## config.mk

```make
export PLATFORM = sky130hd
export DESIGN_NAME = ttcs_useq
export DESIGN_NICKNAME = d
export VERILOG_FILES = /design/src/hw/rtl/text_terminal_cursor_scroll_defines.svh /design/src/hw/rtl/ttcs_pkg.sv /design/src/hw/rtl/ttcs_useq.sv
export SDC_FILE = /design/constraint.sdc
export NUM_CORES = 1
export LEC_CHECK = 0
export BUFFER_PORTS_ARGS = -buffer_cell sky130_fd_sc_hd__buf_2
export CORE_ASPECT_RATIO = 1.25
export CORE_MARGIN = 2
export CORE_UTILIZATION = 50
export CTS_CLUSTER_DIAMETER = 120
export CTS_CLUSTER_SIZE = 25
export DETAILED_ROUTE_END_ITERATION = 6
export HOLD_SLACK_MARGIN = 0.12
export PLACE_DENSITY_LB_ADDON = 0.25
export SYNTH_ARGS = -nofsm -noshare
export SYNTH_HDL_FRONTEND = slang
export SYNTH_SLANG_ARGS = --single-unit
```

## constraint.sdc

```tcl
create_clock -name clk -period 2.99 [get_ports clk]
set_input_delay 0.299 -clock clk [delete_from_list [all_inputs] [get_ports clk]]
set_output_delay 0.299 -clock clk [all_outputs]
set_load 0.02 [all_outputs]
```

## src/hw/rtl/text_terminal_cursor_scroll_defines.svh

```systemverilog
// Assertion macros for the text terminal block.
// Used by the top level only; depends on nothing else.
`ifndef TEXT_TERMINAL_CURSOR_SCROLL_DEFINES_SVH
`define TEXT_TERMINAL_CURSOR_SCROLL_DEFINES_SVH

// Same-cycle implication, disabled while in reset
`define TTCS_ASSERT_NOW(label, clk, rst_n, ante, cons) \
  label: assert property (@(posedge clk) disable iff (!rst_n) (ante) |-> (cons)) \
    else $error("ttcs: same-cycle check failed");

// Next-cycle implication, disabled while in reset
`define TTCS_ASSERT_NEXT(label, clk, rst_n, ante, cons) \
  label: assert property (@(posedge clk) disable iff (!rst_n) (ante) |=> (cons)) \
    else $error("ttcs: next-cycle check failed");

`endif

```

## src/hw/rtl/ttcs_pkg.sv

```systemverilog
// Shared types, constants, microcode and helper functions for the text terminal.
// Used by ttcs_useq, ttcs_datapath and text_terminal_cursor_scroll.
`default_nettype none

package ttcs_pkg;

  // Screen geometry
  localparam int ROWS   = 24;
  localparam int COLS   = 40;
  localparam int CELLS  = ROWS * COLS;
  localparam int ROW_W  = 5;
  localparam int COL_W  = 6;
  localparam int CHAR_W = 7;
  localparam int ADDR_W = $clog2(CELLS);

  // Character codes
  localparam logic [CHAR_W-1:0] CODE_CR    = 7'h0D;
  localparam logic [CHAR_W-1:0] CODE_LOW   = 7'h20;
  localparam logic [CHAR_W-1:0] CODE_HIGH  = 7'h5F;
  localparam logic [CHAR_W-1:0] CODE_SPACE = 7'h20;

  // Request op codes
  localparam logic [1:0] OP_PUT   = 2'd0;
  localparam logic [1:0] OP_READ  = 2'd1;
  localparam logic [1:0] OP_CLEAR = 2'd2;

  // Datapath actions
  localparam int ACT_W = 4;
  localparam logic [ACT_W-1:0] A_NONE   = 4'd0;
  localparam logic [ACT_W-1:0] A_EMIT   = 4'd1;
  localparam logic [ACT_W-1:0] A_LOAD   = 4'd2;
  localparam logic [ACT_W-1:0] A_FILL   = 4'd3;
  localparam logic [ACT_W-1:0] A_WRITE  = 4'd4;
  localparam logic [ACT_W-1:0] A_NEWL   = 4'd5;
  localparam logic [ACT_W-1:0] A_RDADDR = 4'd6;
  localparam logic [ACT_W-1:0] A_RDCAP  = 4'd7;
  localparam logic [ACT_W-1:0] A_CLEAR  = 4'd8;

  // Jump conditions
  localparam int COND_W = 4;
  localparam logic [COND_W-1:0] JC_NEVER     = 4'd0;
  localparam logic [COND_W-1:0] JC_ALWAYS    = 4'd1;
  localparam logic [COND_W-1:0] JC_OUT_BUSY  = 4'd2;
  localparam logic [COND_W-1:0] JC_NO_REQ    = 4'd3;
  localparam logic [COND_W-1:0] JC_OP_READ   = 4'd4;
  localparam logic [COND_W-1:0] JC_OP_CLEAR  = 4'd5;
  localparam logic [COND_W-1:0] JC_IS_CR     = 4'd6;
  localparam logic [COND_W-1:0] JC_NOT_PRINT = 4'd7;
  localparam logic [COND_W-1:0] JC_ROW_VALID = 4'd8;
  localparam logic [COND_W-1:0] JC_FILL_MORE = 4'd9;
  localparam logic [COND_W-1:0] JC_NO_WRAP   = 4'd10;

  // Microprogram step addresses
  localparam int UPC_W = 4;
  localparam logic [UPC_W-1:0] S_DONE     = 4'd0;
  localparam logic [UPC_W-1:0] S_IDLE     = 4'd1;
  localparam logic [UPC_W-1:0] S_DEC_RD   = 4'd2;
  localparam logic [UPC_W-1:0] S_DEC_CLR  = 4'd3;
  localparam logic [UPC_W-1:0] S_DEC_CR   = 4'd4;
  localparam logic [UPC_W-1:0] S_DEC_PR   = 4'd5;
  localparam logic [UPC_W-1:0] S_CHK_ROW  = 4'd6;
  localparam logic [UPC_W-1:0] S_FILL     = 4'd7;
  localparam logic [UPC_W-1:0] S_WRITE    = 4'd8;
  localparam logic [UPC_W-1:0] S_NEWL     = 4'd9;
  localparam logic [UPC_W-1:0] S_RDADDR   = 4'd10;
  localparam logic [UPC_W-1:0] S_RDCAP    = 4'd11;
  localparam logic [UPC_W-1:0] S_CLEAR    = 4'd12;

  // Payload types
  typedef struct packed {
    logic [1:0]        op;
    logic [7:0]        char_in;
    logic [ROW_W-1:0]  read_row;
    logic [COL_W-1:0]  read_col;
  } in_item_t;

  typedef struct packed {
    logic [CHAR_W-1:0] cell_char;
    logic [ROW_W-1:0]  cur_row;
    logic [COL_W-1:0]  cur_col;
  } out_item_t;

  // Microcode word
  typedef struct packed {
    logic [ACT_W-1:0]  act;
    logic [COND_W-1:0] cond;
    logic [UPC_W-1:0]  tgt;
  } uword_t;

  // Sequencer to datapath control
  typedef struct packed {
    logic [ACT_W-1:0] act;
    logic             load;
  } ctl_t;

  // Datapath to sequencer status
  typedef struct packed {
    logic out_busy;
    logic op_read;
    logic op_clear;
    logic is_cr;
    logic is_print;
    logic row_valid;
    logic fill_more;
    logic no_wrap;
  } stat_t;

  // Control store: jump to tgt when cond holds, else step to the next word
  function automatic uword_t ucode(input logic [UPC_W-1:0] upc);
    uword_t w;
    begin
      unique case (upc)
        S_DONE:    w = '{act: A_EMIT,   cond: JC_OUT_BUSY,  tgt: S_DONE};
        S_IDLE:    w = '{act: A_LOAD,   cond: JC_NO_REQ,    tgt: S_IDLE};
        S_DEC_RD:  w = '{act: A_NONE,   cond: JC_OP_READ,   tgt: S_RDADDR};
        S_DEC_CLR: w = '{act: A_NONE,   cond: JC_OP_CLEAR,  tgt: S_CLEAR};
        S_DEC_CR:  w = '{act: A_NONE,   cond: JC_IS_CR,     tgt: S_NEWL};
        S_DEC_PR:  w = '{act: A_NONE,   cond: JC_NOT_PRINT, tgt: S_DONE};
        S_CHK_ROW: w = '{act: A_NONE,   cond: JC_ROW_VALID, tgt: S_WRITE};
        S_FILL:    w = '{act: A_FILL,   cond: JC_FILL_MORE, tgt: S_FILL};
        S_WRITE:   w = '{act: A_WRITE,  cond: JC_NO_WRAP,   tgt: S_DONE};
        S_NEWL:    w = '{act: A_NEWL,   cond: JC_ALWAYS,    tgt: S_DONE};
        S_RDADDR:  w = '{act: A_RDADDR, cond: JC_NEVER,     tgt: S_DONE};
        S_RDCAP:   w = '{act: A_RDCAP,  cond: JC_ALWAYS,    tgt: S_DONE};
        S_CLEAR:   w = '{act: A_CLEAR,  cond: JC_ALWAYS,    tgt: S_DONE};
        default:   w = '{act: A_NONE,   cond: JC_ALWAYS,    tgt: S_DONE};
      endcase
      return w;
    end
  endfunction

  // Map a screen row onto its physical line in the ring of lines
  function automatic logic [ROW_W-1:0] phys_row(input logic [ROW_W-1:0] top,
                                                input logic [ROW_W-1:0] row);
    logic [ROW_W:0] sum;
    begin
      sum = {1'b0, top} + {1'b0, row};
      if (sum >= (ROW_W+1)'(ROWS)) begin
        sum = sum - (ROW_W+1)'(ROWS);
      end
      return sum[ROW_W-1:0];
    end
  endfunction

  // Cell address of a physical line and a column
  function automatic logic [ADDR_W-1:0] cell_addr(input logic [ROW_W-1:0] prow,
                                                  input logic [COL_W-1:0] col);
    begin
      return ADDR_W'(ADDR_W'(prow) * ADDR_W'(COLS) + ADDR_W'(col));
    end
  endfunction

endpackage

`default_nettype wire

```

## src/hw/rtl/ttcs_useq.sv

```systemverilog
// Microcode sequencer: step counter, control store and conditional jumps.
// Depends on ttcs_pkg.
`default_nettype none

module ttcs_useq (
  input  wire logic           clk,
  input  wire logic           rst_n,
  input  wire logic           in_valid,
  input  wire ttcs_pkg::stat_t stat,
  output logic                in_ready,
  output ttcs_pkg::ctl_t      ctl
);

  logic [ttcs_pkg::UPC_W-1:0] upc_r;
  logic [ttcs_pkg::UPC_W-1:0] upc_nxt;
  ttcs_pkg::uword_t           uw;
  logic                       take;

  // Fetch the current control word
  assign uw = ttcs_pkg::ucode(upc_r);

  // Select the jump condition
  always_comb begin
    unique case (uw.cond)
      ttcs_pkg::JC_NEVER:     take = 1'b0;
      ttcs_pkg::JC_ALWAYS:    take = 1'b1;
      ttcs_pkg::JC_OUT_BUSY:  take = stat.out_busy;
      ttcs_pkg::JC_NO_REQ:    take = !in_valid;
      ttcs_pkg::JC_OP_READ:   take = stat.op_read;
      ttcs_pkg::JC_OP_CLEAR:  take = stat.op_clear;
      ttcs_pkg::JC_IS_CR:     take = stat.is_cr;
      ttcs_pkg::JC_NOT_PRINT: take = !stat.is_print;
      ttcs_pkg::JC_ROW_VALID: take = stat.row_valid;
      ttcs_pkg::JC_FILL_MORE: take = stat.fill_more;
      ttcs_pkg::JC_NO_WRAP:   take = stat.no_wrap;
      default:                take = 1'b1;
    endcase
    upc_nxt = take ? uw.tgt : upc_r + ttcs_pkg::UPC_W'(1);
  end

  // Advance the step counter
  always_ff @(posedge clk) begin
    if (!rst_n) begin
      upc_r <= ttcs_pkg::S_IDLE;
    end else begin
      upc_r <= upc_nxt;
    end
  end

  // Drive datapath control
  assign in_ready = (upc_r == ttcs_pkg::S_IDLE);
  assign ctl.act  = uw.act;
  assign ctl.load = in_ready && in_valid;

endmodule

`default_nettype wire

```

; Word-level counts from Yosys, hierarchy flattened
; Memory sizes are Yosys's and may differ from the RTL's. A register that Yosys moved wholly into a read port is not among the register bits.
; Index checks and enable logic that the tools add are counted.
[classes]
n_eq_ne = 10
n_reduce_logical = 4
n_mux = 3
add_sub_neg = 1
[ops]
columns = cell, count
row1 = $eq 4x3->1 const B, 4
row2 = $eq 4x4->1 const B, 3
row3 = $pmux 1 s10, 1
row4 = $eq 4x2->1 const B, 2
row5 = $mux 4, 2
row6 = $add 4x1->4 const B, 1
row7 = $eq 4x1->1 const B, 1
row8 = $logic_not 4->1, 1
row9 = $logic_not 1->1, 2
row10 = $logic_and 1x1->1, 1
[word_totals]
inputBits = 11
mem_count = 1
reg_bits = 4
rom_bits = 192
output_inout_bits = 6
[memory_table]
columns = memory, depth, width, read_ports, rd_clocked_by_memory_dff, wr, line_no
row1 = (no name shown), 16, 12, 1, 1, 0, ttcs_pkg.sv:112  ; unique case (upc)

; Longest topological paths before layout
[logic_depth]
word_depth = 4
ltp_mapped = 12

; Worst setup path before layout
; OpenSTA, ideal clock, no wires.
[synth_path]
path_type = reg-to-reg
startpoint = register uw[5] (netlist name)
endpoint = register uw[0] (netlist name)
setup_slack_ns = 0.533
t_arrival_ns = 2.388
setup_time_ns = 0.070
path_stages_with_launch = 11
path_cell_list = dfxtp_1 > buf_6 > or4b_4 > nand3_2 > nand2_1 > or3_1 > a21o_1 > inv_2 > ha_1 > or3_1 > a21oi_1
[synth_via]
elab_chain_cells = 4
word_cells_on_any_way = 13
[synth_lines]
columns = item, line_no
row1 = "$eq 4x4->1, or another cell as far along", ttcs_useq.sv:24  ; unique case (uw.cond)
row2 = $pmux 1 s10 (*), ttcs_useq.sv:24
row3 = $mux 4 (*), ttcs_useq.sv:38  ; upc_nxt = take ? uw.tgt : upc_r + ttcs_pkg::UPC_W'(1);
row4 = $mux 4 (no line) (*), n/a
; Mark *: on every way between the ends. The rest lies on a longest branch, timed or not.
; A chain may end at the register's enable or synchronous reset.

; Worst setup path after layout
[layout_path]
startpoint = register uw[5] (netlist name)
endpoint = register uw[0] (netlist name)
[layout_via]
elab_chain_cells = 4
word_cells_on_any_way = 13
[layout_lines]
columns = item, line_no
row1 = "$eq 4x4->1, or another cell as far along", ttcs_useq.sv:24
row2 = $pmux 1 s10 (*), ttcs_useq.sv:24
row3 = $mux 4 (*), ttcs_useq.sv:38
row4 = $mux 4 (no line) (*), n/a
; Marks and branches as above.

==> run metrics <==
status=finished clean; # diodes=0; H-Tree Level Count=1; mapped cell area=1080 um2; Final Hold Viols=0; post_cts resized=0; Mapped Nets=143; kind of end point of the critical path=flop; Critical R2R Capture=uw[0]; Final Non-Filler Cells=155; most frequent cells in the layout=16 x buf_2, 16 x dfxtp_1, 9 x inv_1; post-DP HPWL=1.74 mm; final net count=155; footprint of the multi-input gates=637 um2; Site Rows=18; Tot Pwr=1.50 mW; Sinks on Clock Net=16; Tcrit/Tclk final=92.2%; worst skew pair latency=0.30 ns; Ys Warns=0; first-pass iteration count of the detailed router=4; FMAX=363 MHz; io pins=17; Leakage=0.537 nW; dpl cells=151; Die H=56.0 um; Root Buffer=clkbuf_4; worst setup path class=flop to flop; Finished Core Util=57.6%; min Tclk post-route=2.76 ns; R2R depth=9; via count=907; post-DR vias/cell=5.85; vias in the first global route=868; CP required=3.23 ns; CP max-delay cell=dfxtp_1; CTS tree=built; worst rel slew slack=67.6%; Clock Skews=0.00595 ns; TritonCTS buffer count=3; Worst VDD drop=0.647 mV; layout cell share with drive strength beyond 1=25.2%; final hold slack=0.298 ns; Post-synth EDFFs=0; total gr overflow=0; Port Buf Inserts=16; CTS max path bufs=2; synthesized instance count=124; core area=2000 um2; WL per Instance=14.3 um; Initial Util=53.9%; Max Cap Violations=0; clk slew on worst S/H paths=0.10 ns; syn_area_per_cell=8.72 um2; die area=2550 um2; Critical Path Most Common Cell=or3_1; Reg2Reg Launch Point=uw[5]; initial antenna violation count=0; post-route setup TNS=0 ns; GRT Total Usage=18.4%; RSZ-0062 raised after global routing=false; Max Fanout on Critical Path=13; Hold Path Sink=upc_r[0]; Synth Register Bits=16; DRT Wirelength=2.22 mm; Async SR Flop Fraction=0%; # Post-CTS Setup Buffers=0; post-synthesis cell type count=49; HP Class=primary input to flop; P&R area growth vs syn=6.83%; Slew @ Worst Pin=0.482 ns; Cell Chain, Critical Path=nor2b_1 -> a211o_1 -> a41o_1 -> or3_1 -> a21o_1 -> inv_2 -> ha_1 -> or3_1 -> a21oi_1; Worst R2R Setup Slack=0.23 ns; Seq/Total Area, Yosys=29.6%; P per Cell Area=1300 nW/um2; initial detailed-routing violation count=16; FF/Latch Area=320 um2; Final GP Congestion=0.850; post-cts hold buffer count=0; Slew Limit Fails=0; WP data arrival=2.99 ns; setup violators final=0; Die X=45.6 um; hold_sp=rst_n; DRT antenna net count=0; Post-route DRC=0; Setup crit start kind=flop; pin count of the biggest net entering global routing=14; first-pass GRT wire length=3.51 mm; ys flop type=dfxtp_1; slowest cell delay on critical path=0.47 ns; cell depth of the worst hold path=2; Layout fillers=179
[logic make-up after synthesis]
family,count (synthesis),synth area share (%)
mux,5,4.75
flops,16,29.6
xor+xnor,2,1.62
simple gates,36,19.3
fa+ha+maj,8,9.26
compound gates,35,24.0
buf+inv,22,11.5
[sequential cells by signal (all words and copies together), names as in the netlist]
signal  count
uw         12
upc_r       4
[how the worst max path moves through the flow]
stage	slack, ns	startpoint	endpoint	cells past startpoint
after detailed placement	0.27	uw[5]	uw[0]	9
after global routing	0.05	uw[5]	uw[0]	9
final	0.23	uw[5]	uw[0]	9
after floorplan	0.53	uw[5]	uw[0]	10
after CTS	0.24	uw[5]	uw[0]	9
after global placement	0.34	stat[6]	uw[0]	10
[layout make-up]
type | instances | area share (%)
flip-flops and latches | 16 | 27.7
well taps | 20 | 2.17
inverters | 11 | 3.58
repair buffers | 18 | 8.23
clock buffers | 4 | 3.14
multi-input cells | 86 | 55.1
[worst max-delay path, delay by kind of cell (launching register included)]
kind	cells	cell delay, ns
AO/OA/AOI/OAI	4	1.05
buffers and inverters	1	0.11
adder cells (fa/ha/maj)	1	0.22
AND/OR/NAND/NOR	3	0.84
flip-flops	1	0.47
[synth_stat cells, types with 3 or more instances]
cell     instances  area, um2
dfxtp_1         16        320
inv_1            9       33.8
ha_1             8        100
o21ai_0          8       40.0
nor2_1           7       26.3
nand2_1          6       22.5
a21oi_1          5       25.0
buf_4            4       30.0
mux2i_1          4       40.0
and2_1           3       18.8
buf_2            3       15.0
buf_6            3       33.8
nor3_1           3       15.0
[power by group]
part,switching [mW],total [mW],internal (mW),leakage (nW)
combinational,0.581,0.960,0.379,0.384
sequential,0.0844,0.388,0.303,0.133
clock,0.0758,0.150,0.0744,0.0210
total,0.741,1.50,0.757,0.537
[routing by layer]
layer  up-vias  track usage [%]  part of all wire (%)
met2        19             32.0                    50
met1       419             19.8                    44
met4         0             9.66                   2.1
met3         6             3.25                   3.1
li1        463                -                     -
met5         -                0                     0
[per-stage QoR]
stage                     setup slack, ns  cell area, um2
after floorplan                     0.533            1080
after global placement              0.337            1120
after global routing               0.0487            1150
final                               0.234            1150
after CTS                           0.242            1150
after detailed placement            0.267            1120
No activity file was read; power rests on OpenSTA's default activity.
